<file path="src/rtl/size_class_page_allocator_core_defines.svh">
// Assertion macros for the page allocator core.
`ifndef SIZE_CLASS_PAGE_ALLOCATOR_CORE_DEFINES_SVH
`define SIZE_CLASS_PAGE_ALLOCATOR_CORE_DEFINES_SVH

// same-cycle implication
`define SCPA_AST_IMP(lbl, ante, cons, msg) \
	lbl: assert property (@(posedge clk) disable iff (!arst_n) (ante) |-> (cons)) \
		else $error(msg);

// next-cycle implication
`define SCPA_AST_NXT(lbl, ante, cons, msg) \
	lbl: assert property (@(posedge clk) disable iff (!arst_n) (ante) |=> (cons)) \
		else $error(msg);

`endif

</file>
<file path="src/rtl/scpa_pkg.sv">
// Shared constants, types and command codes of the page allocator core.
package scpa_pkg;
	localparam int NUM_PAGES       = 4;
	localparam int PAGE_BYTES      = 4096;
	localparam int MIN_CLASS_BYTES = 16;

	localparam int ADDR_W   = 14;
	localparam int SIZE_W   = 16;
	localparam int STS_W    = 2;
	localparam int PG_W     = $clog2(NUM_PAGES);
	localparam int NXT_W    = $clog2(NUM_PAGES + 1);
	localparam int FC_W     = NXT_W;
	localparam int PAGE_SH  = $clog2(PAGE_BYTES);
	localparam int MIN_SH   = $clog2(MIN_CLASS_BYTES);
	localparam int UNITS    = PAGE_BYTES / MIN_CLASS_BYTES;
	localparam int UNIT_W   = $clog2(UNITS);
	localparam int CNT_W    = UNIT_W + 1;
	localparam int WBITS    = 16;
	localparam int BIT_SH   = $clog2(WBITS);
	localparam int WORDS    = UNITS / WBITS;
	localparam int WORD_W   = $clog2(WORDS);
	localparam int MEM_AW   = PG_W + WORD_W;
	localparam int MEM_D    = NUM_PAGES * WORDS;
	localparam int NUM_CLASSES = $clog2(PAGE_BYTES / 2 / MIN_CLASS_BYTES) + 1;
	localparam int CLS_W    = $clog2(NUM_CLASSES);
	localparam int MPG_W    = $clog2((65535 + PAGE_BYTES - 1) / PAGE_BYTES + 1);
	localparam int NO_PAGE  = NUM_PAGES;

	localparam logic [1:0] KIND_FREE = 2'd0;
	localparam logic [1:0] KIND_DIV  = 2'd1;
	localparam logic [1:0] KIND_MULTI = 2'd2;

	localparam logic [STS_W-1:0] ST_DONE = 2'd0;
	localparam logic [STS_W-1:0] ST_OOM  = 2'd1;
	localparam logic [STS_W-1:0] ST_IGN  = 2'd2;

	localparam int CMD_W = 4;
	localparam logic [CMD_W-1:0] CMD_NONE    = 4'd0;
	localparam logic [CMD_W-1:0] CMD_LATCH   = 4'd1;
	localparam logic [CMD_W-1:0] CMD_NEWPAGE = 4'd2;
	localparam logic [CMD_W-1:0] CMD_SINIT   = 4'd3;
	localparam logic [CMD_W-1:0] CMD_GRANT   = 4'd4;
	localparam logic [CMD_W-1:0] CMD_FAILREM = 4'd5;
	localparam logic [CMD_W-1:0] CMD_NEXTW   = 4'd6;
	localparam logic [CMD_W-1:0] CMD_MPOP    = 4'd7;
	localparam logic [CMD_W-1:0] CMD_FCLR    = 4'd8;
	localparam logic [CMD_W-1:0] CMD_FTAIL   = 4'd9;
	localparam logic [CMD_W-1:0] CMD_UNLINK  = 4'd10;
	localparam logic [CMD_W-1:0] CMD_WALK    = 4'd11;
	localparam logic [CMD_W-1:0] CMD_SETOOM  = 4'd12;
	localparam logic [CMD_W-1:0] CMD_SETIGN  = 4'd13;
	localparam logic [CMD_W-1:0] CMD_FINISH  = 4'd14;

	typedef struct packed {
		logic              mode;
		logic [SIZE_W-1:0] req_size;
		logic [ADDR_W-1:0] req_addr;
	} in_word_t;

	typedef struct packed {
		logic [ADDR_W-1:0] result_addr;
		logic [STS_W-1:0]  status;
	} out_word_t;

	typedef struct packed {
		logic is_free;
		logic is_small;
		logic oom_small;
		logic need_page;
		logic oom_multi;
		logic free_bad;
		logic free_div;
		logic found;
		logic last_word;
		logic multi_last;
		logic walk_done;
		logic out_free;
	} sts_t;
endpackage

</file>
<file path="src/rtl/size_class_page_allocator_core.sv">
// A small alloc scans the bitmap words of a page in turn, up to 16 words of a page; a
// multipage alloc takes one page at a time from the free page queue; a free either clears
// a class block or walks the chained pages; out of memory at decode or an ignored free goes straight to the result.
// One request word at a time; the result word sits in an output register and the next
// request enters while it waits. Reset: asynchronous, clears page tables, queue, class
// counts and bitmap row valid bits; ready right after reset, no clearing pass.
`include "size_class_page_allocator_core_defines.svh"
module size_class_page_allocator_core (
	input  logic                clk,
	input  logic                arst_n,
	input  logic                in_valid,
	output logic                in_ready,
	input  scpa_pkg::in_word_t  in_word,
	output logic                out_valid,
	input  logic                out_ready,
	output scpa_pkg::out_word_t out_word
);
	logic [scpa_pkg::CMD_W-1:0] cmd;
	scpa_pkg::sts_t             sts;

	scpa_ctrl u_ctrl (
		.clk      (clk),
		.arst_n   (arst_n),
		.in_valid (in_valid),
		.in_ready (in_ready),
		.sts      (sts),
		.cmd      (cmd)
	);

	scpa_dpath u_dpath (
		.clk       (clk),
		.arst_n    (arst_n),
		.cmd       (cmd),
		.in_word   (in_word),
		.sts       (sts),
		.out_valid (out_valid),
		.out_ready (out_ready),
		.out_word  (out_word)
	);

	`SCPA_AST_NXT(a_busy_after_accept, in_valid && in_ready, !in_ready, "ready after accept")
	`SCPA_AST_NXT(a_finish_loads_out, cmd == scpa_pkg::CMD_FINISH, out_valid, "result lost")
	`SCPA_AST_IMP(a_grant_found, cmd == scpa_pkg::CMD_GRANT, sts.found, "grant without free block")
endmodule

</file>
<file path="src/rtl/scpa_dpath.sv">
// Datapath: page tables, free page queue, class lists, block bitmap and result register.
module scpa_dpath (
	input  logic                      clk,
	input  logic                      arst_n,
	input  logic [scpa_pkg::CMD_W-1:0] cmd,
	input  scpa_pkg::in_word_t        in_word,
	output scpa_pkg::sts_t            sts,
	output logic                      out_valid,
	input  logic                      out_ready,
	output scpa_pkg::out_word_t       out_word
);
	localparam int N = scpa_pkg::NUM_PAGES;
	localparam int PG_W = scpa_pkg::PG_W;
	localparam int NXT_W = scpa_pkg::NXT_W;
	localparam int FC_W = scpa_pkg::FC_W;
	localparam int CLS_W = scpa_pkg::CLS_W;
	localparam int NC = scpa_pkg::NUM_CLASSES;
	localparam int WBITS = scpa_pkg::WBITS;
	localparam int BIT_SH = scpa_pkg::BIT_SH;
	localparam int WORD_W = scpa_pkg::WORD_W;
	localparam int UNIT_W = scpa_pkg::UNIT_W;
	localparam int CNT_W = scpa_pkg::CNT_W;
	localparam int ADDR_W = scpa_pkg::ADDR_W;
	localparam int PAGE_SH = scpa_pkg::PAGE_SH;
	localparam int MIN_SH = scpa_pkg::MIN_SH;
	localparam int MPG_W = scpa_pkg::MPG_W;
	localparam int SZ1_W = scpa_pkg::SIZE_W + 1;

	typedef logic [N-1:0][PG_W-1:0] pg_row_t;
	typedef struct packed {
		pg_row_t         pg;
		logic [FC_W-1:0] cnt;
	} row_t;

	function automatic row_t list_remove(pg_row_t r, logic [FC_W-1:0] c, logic [PG_W-1:0] p);
		row_t o;
		logic [FC_W-1:0] j;
		o.pg = r;
		j = '0;
		for (int i = 0; i < N; i++) begin
			if (FC_W'(i) < c && r[i] != p) begin
				o.pg[j[PG_W-1:0]] = r[i];
				j = j + 1'b1;
			end
		end
		o.cnt = j;
		return o;
	endfunction

	// state
	logic [1:0]        kind_q [N];
	logic [CLS_W-1:0]  pcls_q [N];
	logic [NXT_W-1:0]  pnxt_q [N];
	logic [CNT_W-1:0]  pcnt_q [N];
	logic [PG_W-1:0]   fq_q [N];
	logic [FC_W-1:0]   fc_q;
	pg_row_t           cls_pg_q [NC];
	logic [FC_W-1:0]   cls_cnt_q [NC];

	// request working registers
	logic              free_q, small_q;
	logic [CLS_W-1:0]  k_q;
	logic [PG_W-1:0]   pg_q;
	logic [NXT_W-1:0]  pw_q, prev_q, steps_q;
	logic [WORD_W-1:0] w_q;
	logic [BIT_SH-1:0] b_q;
	logic [MPG_W-1:0]  rem_q;
	logic [ADDR_W-1:0] res_addr_q;
	logic [scpa_pkg::STS_W-1:0] res_sts_q;
	logic              out_valid_q;
	scpa_pkg::out_word_t out_q;

	// bitmap memory with row valid bits
	logic [WBITS-1:0]  mem [scpa_pkg::MEM_D];
	logic [scpa_pkg::MEM_D-1:0] row_vld_q;
	logic [WBITS-1:0]  rd_q;
	logic              rdv_q;
	logic [scpa_pkg::MEM_AW-1:0] maddr;
	logic              mwe;
	logic [WBITS-1:0]  mwd;

	assign maddr = {pg_q, w_q};

	always_ff @(posedge clk) begin
		rd_q <= mem[maddr];
		if (mwe)
			mem[maddr] <= mwd;
	end

	always_ff @(posedge clk or negedge arst_n) begin
		if (!arst_n) begin
			row_vld_q <= '0;
			rdv_q <= 1'b0;
		end else begin
			rdv_q <= row_vld_q[maddr];
			if (mwe)
				row_vld_q[maddr] <= 1'b1;
		end
	end

	// decode of the incoming word
	logic [SZ1_W-1:0]  need_c;
	logic [CLS_W-1:0]  k_c, kf_c;
	logic [MPG_W-1:0]  mpg_c;
	logic [PG_W-1:0]   fp_c;
	logic [UNIT_W-1:0] fu_c;
	logic [SZ1_W-1:0]  mpg_sum;

	always_comb begin
		need_c = SZ1_W'(in_word.req_size) + 1'b1;
		k_c = '0;
		for (int i = 0; i < NC - 1; i++)
			if (SZ1_W'(scpa_pkg::MIN_CLASS_BYTES << i) < need_c)
				k_c = k_c + 1'b1;
		mpg_sum = SZ1_W'(in_word.req_size) + SZ1_W'(scpa_pkg::PAGE_BYTES - 1);
		mpg_c = MPG_W'(mpg_sum >> PAGE_SH);
		fp_c = in_word.req_addr[ADDR_W-1:PAGE_SH];
		kf_c = pcls_q[fp_c];
		fu_c = in_word.req_addr[PAGE_SH-1:MIN_SH] & ~((UNIT_W'(1) << kf_c) - 1'b1);
	end

	// word scan
	logic [WBITS-1:0]  wd, mask, cand;
	logic [BIT_SH-1:0] fb;
	logic [WORD_W:0]   stride;
	logic [CNT_W-1:0]  nblk;
	logic              walk_ok;

	always_comb begin
		wd = rdv_q ? rd_q : '0;
		for (int b = 0; b < WBITS; b++) begin
			if (k_q < CLS_W'(BIT_SH))
				mask[b] = ((BIT_SH'(b) & ((BIT_SH'(1) << k_q) - 1'b1)) == '0);
			else
				mask[b] = (b == 0);
		end
		cand = ~wd & mask;
		fb = '0;
		for (int b = WBITS - 1; b >= 0; b--)
			if (cand[b])
				fb = BIT_SH'(b);
		if (k_q < CLS_W'(BIT_SH))
			stride = (WORD_W + 1)'(1);
		else
			stride = (WORD_W + 1)'(1) << (k_q - CLS_W'(BIT_SH));
		nblk = CNT_W'(scpa_pkg::UNITS) >> k_q;
		walk_ok = (pw_q < NXT_W'(N)) && (kind_q[pw_q[PG_W-1:0]] == scpa_pkg::KIND_MULTI);
	end

	logic has_c;
	row_t rem_row;
	always_comb begin
		has_c = 1'b0;
		for (int i = 0; i < N; i++)
			if (FC_W'(i) < cls_cnt_q[k_q] && cls_pg_q[k_q][i] == pg_q)
				has_c = 1'b1;
		rem_row = list_remove(cls_pg_q[k_q], cls_cnt_q[k_q], pg_q);
	end

	always_comb begin
		mwe = 1'b0;
		mwd = wd;
		if (cmd == scpa_pkg::CMD_GRANT) begin
			mwe = 1'b1;
			mwd = wd | (WBITS'(1) << fb);
		end else if (cmd == scpa_pkg::CMD_FCLR) begin
			mwe = 1'b1;
			mwd = wd & ~(WBITS'(1) << b_q);
		end
	end

	always_comb begin
		sts.is_free    = free_q;
		sts.is_small   = small_q;
		sts.need_page  = (cls_cnt_q[k_q] == '0);
		sts.oom_small  = (cls_cnt_q[k_q] == '0) && (fc_q == '0);
		sts.oom_multi  = (rem_q > MPG_W'(fc_q));
		sts.free_bad   = (kind_q[pg_q] == scpa_pkg::KIND_FREE);
		sts.free_div   = (kind_q[pg_q] == scpa_pkg::KIND_DIV);
		sts.found      = |cand;
		sts.last_word  = ({1'b0, w_q} + stride) >= (WORD_W + 1)'(scpa_pkg::WORDS);
		sts.multi_last = (rem_q == MPG_W'(1));
		sts.walk_done  = !walk_ok || (steps_q == NXT_W'(N));
		sts.out_free   = !out_valid_q || out_ready;
	end

	// class list entries and working registers: no reset needed
	always_ff @(posedge clk) begin
		case (cmd)
			scpa_pkg::CMD_LATCH: begin
				free_q  <= in_word.mode;
				small_q <= (need_c <= SZ1_W'(scpa_pkg::PAGE_BYTES / 2));
				k_q     <= in_word.mode ? kf_c : k_c;
				pg_q    <= fp_c;
				pw_q    <= NXT_W'(fp_c);
				prev_q  <= NXT_W'(scpa_pkg::NO_PAGE);
				steps_q <= '0;
				w_q     <= fu_c[UNIT_W-1:BIT_SH];
				b_q     <= fu_c[BIT_SH-1:0];
				rem_q   <= mpg_c;
				res_sts_q <= scpa_pkg::ST_DONE;
				if (!in_word.mode &&
				    !(need_c <= SZ1_W'(scpa_pkg::PAGE_BYTES / 2)))
					res_addr_q <= ADDR_W'(fq_q[0]) << PAGE_SH;
				else
					res_addr_q <= '0;
			end
			scpa_pkg::CMD_NEWPAGE: cls_pg_q[k_q][cls_cnt_q[k_q][PG_W-1:0]] <= fq_q[0];
			scpa_pkg::CMD_SINIT: begin
				pg_q <= cls_pg_q[k_q][0];
				w_q  <= '0;
			end
			scpa_pkg::CMD_NEXTW: w_q <= w_q + stride[WORD_W-1:0];
			scpa_pkg::CMD_GRANT: begin
				res_addr_q <= (ADDR_W'(pg_q) << PAGE_SH) +
					(ADDR_W'({w_q, fb}) << MIN_SH) + ADDR_W'(1);
				if (pcnt_q[pg_q] + 1'b1 == nblk)
					cls_pg_q[k_q] <= rem_row.pg;
			end
			scpa_pkg::CMD_FAILREM: begin
				cls_pg_q[k_q] <= rem_row.pg;
				res_sts_q <= scpa_pkg::ST_OOM;
			end
			scpa_pkg::CMD_MPOP: begin
				prev_q <= NXT_W'(fq_q[0]);
				rem_q  <= rem_q - 1'b1;
			end
			scpa_pkg::CMD_FTAIL: begin
				if (pcnt_q[pg_q] == '0)
					cls_pg_q[k_q] <= rem_row.pg;
				else if (!has_c && cls_cnt_q[k_q] < FC_W'(N))
					cls_pg_q[k_q][cls_cnt_q[k_q][PG_W-1:0]] <= pg_q;
			end
			scpa_pkg::CMD_WALK: begin
				pw_q    <= pnxt_q[pw_q[PG_W-1:0]];
				steps_q <= steps_q + 1'b1;
			end
			scpa_pkg::CMD_SETOOM: begin
				res_sts_q  <= scpa_pkg::ST_OOM;
				res_addr_q <= '0;
			end
			scpa_pkg::CMD_SETIGN: res_sts_q <= scpa_pkg::ST_IGN;
			scpa_pkg::CMD_FINISH: begin
				out_q.result_addr <= res_addr_q;
				out_q.status      <= res_sts_q;
			end
			default: ;
		endcase
	end

	// page tables, queue and counts
	always_ff @(posedge clk or negedge arst_n) begin
		if (!arst_n) begin
			for (int p = 0; p < N; p++) begin
				kind_q[p] <= scpa_pkg::KIND_FREE;
				pcls_q[p] <= '0;
				pnxt_q[p] <= NXT_W'(scpa_pkg::NO_PAGE);
				pcnt_q[p] <= '0;
				fq_q[p]   <= PG_W'(p);
			end
			fc_q <= FC_W'(N);
			for (int c = 0; c < NC; c++)
				cls_cnt_q[c] <= '0;
			out_valid_q <= 1'b0;
		end else begin
			if (cmd == scpa_pkg::CMD_FINISH)
				out_valid_q <= 1'b1;
			else if (out_valid_q && out_ready)
				out_valid_q <= 1'b0;
			case (cmd)
				scpa_pkg::CMD_NEWPAGE: begin
					kind_q[fq_q[0]] <= scpa_pkg::KIND_DIV;
					pcls_q[fq_q[0]] <= k_q;
					pnxt_q[fq_q[0]] <= NXT_W'(scpa_pkg::NO_PAGE);
					pcnt_q[fq_q[0]] <= '0;
					for (int i = 0; i < N - 1; i++)
						fq_q[i] <= fq_q[i+1];
					fc_q <= fc_q - 1'b1;
					cls_cnt_q[k_q] <= cls_cnt_q[k_q] + 1'b1;
				end
				scpa_pkg::CMD_GRANT: begin
					pcnt_q[pg_q] <= pcnt_q[pg_q] + 1'b1;
					if (pcnt_q[pg_q] + 1'b1 == nblk)
						cls_cnt_q[k_q] <= rem_row.cnt;
				end
				scpa_pkg::CMD_FAILREM: cls_cnt_q[k_q] <= rem_row.cnt;
				scpa_pkg::CMD_MPOP: begin
					kind_q[fq_q[0]] <= scpa_pkg::KIND_MULTI;
					pcls_q[fq_q[0]] <= '0;
					pnxt_q[fq_q[0]] <= NXT_W'(scpa_pkg::NO_PAGE);
					if (prev_q < NXT_W'(N))
						pnxt_q[prev_q[PG_W-1:0]] <= NXT_W'(fq_q[0]);
					for (int i = 0; i < N - 1; i++)
						fq_q[i] <= fq_q[i+1];
					fc_q <= fc_q - 1'b1;
				end
				scpa_pkg::CMD_FCLR:
					if (wd[b_q])
						pcnt_q[pg_q] <= pcnt_q[pg_q] - 1'b1;
				scpa_pkg::CMD_FTAIL: begin
					if (pcnt_q[pg_q] == '0) begin
						cls_cnt_q[k_q] <= rem_row.cnt;
						kind_q[pg_q] <= scpa_pkg::KIND_FREE;
						pcls_q[pg_q] <= '0;
						if (fc_q < FC_W'(N)) begin
							fq_q[fc_q[PG_W-1:0]] <= pg_q;
							fc_q <= fc_q + 1'b1;
						end
					end else if (!has_c && cls_cnt_q[k_q] < FC_W'(N)) begin
						cls_cnt_q[k_q] <= cls_cnt_q[k_q] + 1'b1;
					end
				end
				scpa_pkg::CMD_UNLINK:
					for (int q = 0; q < N; q++)
						if (kind_q[q] == scpa_pkg::KIND_MULTI && pnxt_q[q] == NXT_W'(pg_q))
							pnxt_q[q] <= NXT_W'(scpa_pkg::NO_PAGE);
				scpa_pkg::CMD_WALK: begin
					kind_q[pw_q[PG_W-1:0]] <= scpa_pkg::KIND_FREE;
					pcls_q[pw_q[PG_W-1:0]] <= '0;
					pnxt_q[pw_q[PG_W-1:0]] <= NXT_W'(scpa_pkg::NO_PAGE);
					if (fc_q < FC_W'(N)) begin
						fq_q[fc_q[PG_W-1:0]] <= pw_q[PG_W-1:0];
						fc_q <= fc_q + 1'b1;
					end
				end
				default: ;
			endcase
		end
	end

	assign out_valid = out_valid_q;
	assign out_word  = out_q;
endmodule

</file>
<file path="src/rtl/scpa_ctrl.sv">
// Controller: sequences each request word through the datapath.
module scpa_ctrl (
	input  logic                       clk,
	input  logic                       arst_n,
	input  logic                       in_valid,
	output logic                       in_ready,
	input  scpa_pkg::sts_t             sts,
	output logic [scpa_pkg::CMD_W-1:0] cmd
);
	localparam logic [3:0] S_IDLE  = 4'd0;
	localparam logic [3:0] S_DEC   = 4'd1;
	localparam logic [3:0] S_SINIT = 4'd2;
	localparam logic [3:0] S_RD    = 4'd3;
	localparam logic [3:0] S_EV    = 4'd4;
	localparam logic [3:0] S_MPOP  = 4'd5;
	localparam logic [3:0] S_FRD   = 4'd6;
	localparam logic [3:0] S_FCLR  = 4'd7;
	localparam logic [3:0] S_FTAIL = 4'd8;
	localparam logic [3:0] S_WALK  = 4'd9;
	localparam logic [3:0] S_FIN   = 4'd10;

	logic [3:0] state_q, state_d;

	always_comb begin
		state_d = state_q;
		cmd = scpa_pkg::CMD_NONE;
		in_ready = 1'b0;
		unique case (state_q)
			S_IDLE: begin
				in_ready = 1'b1;
				if (in_valid) begin
					cmd = scpa_pkg::CMD_LATCH;
					state_d = S_DEC;
				end
			end
			S_DEC: begin
				if (sts.is_free) begin
					if (sts.free_bad) begin
						cmd = scpa_pkg::CMD_SETIGN;
						state_d = S_FIN;
					end else if (sts.free_div) begin
						state_d = S_FRD;
					end else begin
						cmd = scpa_pkg::CMD_UNLINK;
						state_d = S_WALK;
					end
				end else if (sts.is_small) begin
					if (sts.oom_small) begin
						cmd = scpa_pkg::CMD_SETOOM;
						state_d = S_FIN;
					end else begin
						if (sts.need_page)
							cmd = scpa_pkg::CMD_NEWPAGE;
						state_d = S_SINIT;
					end
				end else if (sts.oom_multi) begin
					cmd = scpa_pkg::CMD_SETOOM;
					state_d = S_FIN;
				end else begin
					state_d = S_MPOP;
				end
			end
			S_SINIT: begin
				cmd = scpa_pkg::CMD_SINIT;
				state_d = S_RD;
			end
			S_RD: state_d = S_EV;
			S_EV: begin
				if (sts.found) begin
					cmd = scpa_pkg::CMD_GRANT;
					state_d = S_FIN;
				end else if (sts.last_word) begin
					cmd = scpa_pkg::CMD_FAILREM;
					state_d = S_FIN;
				end else begin
					cmd = scpa_pkg::CMD_NEXTW;
					state_d = S_RD;
				end
			end
			S_MPOP: begin
				cmd = scpa_pkg::CMD_MPOP;
				if (sts.multi_last)
					state_d = S_FIN;
			end
			S_FRD: state_d = S_FCLR;
			S_FCLR: begin
				cmd = scpa_pkg::CMD_FCLR;
				state_d = S_FTAIL;
			end
			S_FTAIL: begin
				cmd = scpa_pkg::CMD_FTAIL;
				state_d = S_FIN;
			end
			S_WALK: begin
				if (sts.walk_done)
					state_d = S_FIN;
				else
					cmd = scpa_pkg::CMD_WALK;
			end
			S_FIN: begin
				if (sts.out_free) begin
					cmd = scpa_pkg::CMD_FINISH;
					state_d = S_IDLE;
				end
			end
			default: state_d = S_IDLE;
		endcase
	end

	always_ff @(posedge clk or negedge arst_n) begin
		if (!arst_n)
			state_q <= S_IDLE;
		else
			state_q <= state_d;
	end
endmodule

</file>
<file path="config.mk">
export PLATFORM = sky130hd
export DESIGN_NAME = size_class_page_allocator_core
export DESIGN_NICKNAME = d
export VERILOG_FILES = /design/src/rtl/scpa_pkg.sv /design/src/rtl/size_class_page_allocator_core.sv /design/src/rtl/scpa_dpath.sv /design/src/rtl/scpa_ctrl.sv
export VERILOG_INCLUDE_DIRS = /design/src /design/src/rtl
export SDC_FILE = /design/constraint.sdc
export NUM_CORES = 2
export LEC_CHECK = 0
export CORE_MARGIN = 2
export CORE_UTILIZATION = 65
export DETAILED_ROUTE_END_ITERATION = 6
export DONT_BUFFER_PORTS = 1
export PLACE_DENSITY = 0.81
export SLEW_MARGIN = 25
export SYNTH_ARGS = -nofsm -noshare
export SYNTH_HDL_FRONTEND = slang
export SYNTH_HIERARCHICAL = 1
export SYNTH_SLANG_ARGS = --single-unit
</file>
<file path="constraint.sdc">
create_clock -name clk -period 15.7 [get_ports clk]
set_clock_uncertainty 0.05 [all_clocks]
set_input_delay 0.785 -clock clk [delete_from_list [all_inputs] [get_ports clk]]
set_output_delay 0.785 -clock clk [all_outputs]
set_load 0.01 [all_outputs]
</file>
==> impl_metrics.yaml <==
floorplanning:
  dieArea_mm2: 0.0862
  num_rows: 106
  core_area_mm2: 0.0834
  start_util: 0.654
  num_io_pins: 53
  dieWidth_um: 294
  die_h_um: 294
global_route:
  grt_first_pass_wirelength_um: 216000
  grt_remaining_overflow: 0
  grtUsageTotal: 0.340
  antenna_found_initial: 2
  grt_start_max_net_pins: 174
  grt_pass1_vias: 34393
critical_path:
  cp-end-kind: "register"
  startpoint: "u_dpath/k_q[1]"
  rrSetupSlack_ns: 8.45
  critPathKind: "register to register"
  crit_fanout: 24
  cp_data_arrival_time_ns: 7.64
  cp.required_ns: 16.09
  r2r-start: "u_dpath/k_q[1]"
  cp-start-kind: "register"
sta:
  rsz0062_at_grt: "false"
  tns_ns: 0
  max_freq_mhz: 138
  final-max-slew-violation-count: 0
  min_period_over_period: 0.462
  final.min_clock_period_ns: 7.25
  setup_viol: 0
  hold_viol: 0
  slew_headroom: 0.232
  fin_ws_ns: 8.45
  worst-slew-pin-transition_ns: 1.14
cells_and_area:
  regArea_mm2: 0.0390
  num-fill-cells: 4873
  syn_to_final_growth_pct: 11.0
  finalNetCount: 3749
  stdcell_count: 4869
  multi_input_area_mm2: 0.0147
  drive_gt1_frac: 0.133
logic_synthesis:
  yosys-top-cells-count: "1143 x edfxtp_1, 361 x a22oi_1, 218 x nor2_1"
  synth.area.top_cells: "edfxtp_1 63%, dfrtp_1 7.5%, a22oi_1 5.0%"
  netlist_area_mm2: 0.0545
  ys_types: 103
  synth_top_cell_by_area: "edfxtp_1"
  synth_cells: 3664
  ys.flop_type: "edfxtp_1"
  synth_top_area_frac: 0.629
  avgSynthCellArea_um2: 14.9
  synth_warnings: 6
  async_reset_ff_frac: 0.130
  synth_edf_count: 1143
  ys_seq_area_frac: 0.716
  synth_most_common_cell: "edfxtp_1"
  synth_seq_cells: 1335
clock_tree:
  clock_sinks: 1335
  cts_tree: "yes"
  clock_latency_ns: 0.73
  clk_pin_slew_ns: 0.06
  clockBufferDepth: 3
  cts_root_buffer: "clkbuf_16"
  cts-buffers-inserted: 131
  post_cts_buffers: 0
  htree_levels: 4
hold_path:
  hold_path.class: "input port to async pin"
route:
  vias: 35189
  drtAntennaViolNets: 0
  drtPass1Iterations: 7
  drc: 0
  wl_um: 146000
  drt_iter0_drc: 5011
  vias_per_cell: 7.23
  wl_per_cell_um: 29.9
run:
  maxCapViolCount: 0
place:
  gp_congestion: 0.977
  dp_cells: 4624
  post-place-ws_ns: 8.70
  portBuffers: 0
  dp_hpwl_um: 81500
run_status:
  status: "finished clean"
power_and_ir_drop:
  p_per_area_mw_per_mm2: 195
  leakagePower_uw: 0.0205
  power_uw: 11800
  peakVddDrop_mv: 0.176
## routing by layer
metal / wire, µm / up-vias / track usage
li1: - / 14657 / -
met1: 51500 / 17396 / 0.449
met2: 68600 / 2635 / 0.533
met3: 17000 / 499 / 0.0730
met4: 8530 / 2 / 0.189
met5: 139 / - / 0
## cell usage in the layout (no fill, tap or decap), types with 9 or more instances in the layout
| cell | n |
|---|---|
| clkinv_1 | 15 |
| o211ai_1 | 41 |
| clkbuf_8 | 12 |
| o21ai_0 | 108 |
| dfxtp_1 | 19 |
| nor2_1 | 198 |
| xor2_1 | 31 |
| dfrtp_1 | 164 |
| inv_1 | 54 |
| nor2b_1 | 19 |
| clkbuf_1 | 39 |
| or2_2 | 72 |
| ha_1 | 34 |
| mux2i_1 | 41 |
| mux2_2 | 22 |
| mux4_2 | 32 |
| nand2b_1 | 30 |
| buf_4 | 90 |
| a221oi_1 | 102 |
| nand3_1 | 40 |
| a22o_1 | 123 |
| clkinv_2 | 20 |
| nand2_1 | 185 |
| a22oi_1 | 361 |
| nor4_1 | 16 |
| nor2_4 | 13 |
| nand4_1 | 74 |
| edfxtp_1 | 1143 |
| nor3_1 | 27 |
| a31oi_1 | 79 |
| o22ai_1 | 23 |
| or3_1 | 20 |
| mux2_1 | 23 |
| nand3b_1 | 9 |
| dfstp_2 | 9 |
| a21oi_1 | 81 |
| xnor2_1 | 30 |
| a21o_1 | 11 |
| clkbuf_16 | 135 |
| and2_1 | 25 |
## worst paths after layout
path / endpoint / cells past startpoint
setup / recovery: u_dpath/mem[43][7] / 16
hold / removal: u_dpath/row_vld_q[22] / 1
setup reg to reg: u_dpath/mem[43][7] / 16
hold reg to reg: u_dpath/out_word[13] / 0
max in group asynchronous: u_dpath/row_vld_q[7] / 1
min in group clk: u_dpath/free_q / 0
## final cells by class
cell class	count	area share
Clock buffer	186	0.0610
Sequential cell	1335	0.645
Multi-Input combinational cell	2053	0.244
Tap cell	1080	0.0223
Timing Repair Buffer	99	0.0141
Antenna cell	2	0.0000827
Inverter	58	0.00360
Clock inverter	56	0.0102
## state kept, by name, indices dropped and copies added, names as in the netlist, 13 cells and up, named ones only
name / cells
u_dpath/rd_q: 16
u_dpath/cls_cnt_q: 24
u_dpath/mem: 1024
u_dpath/row_vld_q: 64
u_dpath/pcnt_q: 36
u_dpath/out_word: 13
u_dpath/cls_pg_q: 64
## per-stage QoR
step | utilization | hold slack [ns] | instance area (µm²)
4_1_cts | 0.725 | 0.0818 | 60500
5_1_grt | 0.725 | 0.0890 | 60500
6_report | 0.725 | 0.0671 | 60500
3_3_place_gp | 0.672 | 0.355 | 56100
2_1_floorplan | - | 0.350 | 54500
3_5_place_dp | 0.673 | 0.355 | 56100
## worst max-delay path, stage by stage (launching register included)
cell and delay (ns):
edfxtp_1 0.97, mux4_2 0.43, mux2_2 0.33, inv_1 0.13, ha_1 0.22, and2_1 0.27, and3_1 0.21, mux2_4 0.15
or2_1 0.09, a31oi_1 0.11, o32ai_2 0.77, nor2b_1 0.34, nand2_1 0.45, nand2_1 0.66, nand2_1 0.49, nor2_1 0.89
buf_4 0.35
## timing repair
action / in CTS / in global routing
hold buffers: 1 / 0
gates resized for setup: 0 / 0
hold endpoints to repair: 173 / 0
## cells by family after synthesis
family	synth area share
AOI/OAI and AO/OA	0.141
xor gates and xnor gates	0.0106
adders and majority gates	0.00854
buffers and inverters	0.0208
DFF	0.716
muxes	0.0308
other	0.0000688
and+or+nand+nor	0.0721
## power by group
group	total (µW)	internal [µW]	leakage (µW)	switching [µW]
sequential	4660	4380	0.0130	280
combinational	4030	1280	0.00540	2750
clock	3120	1760	0.00209	1360
(Power assumes the default switching activity.)
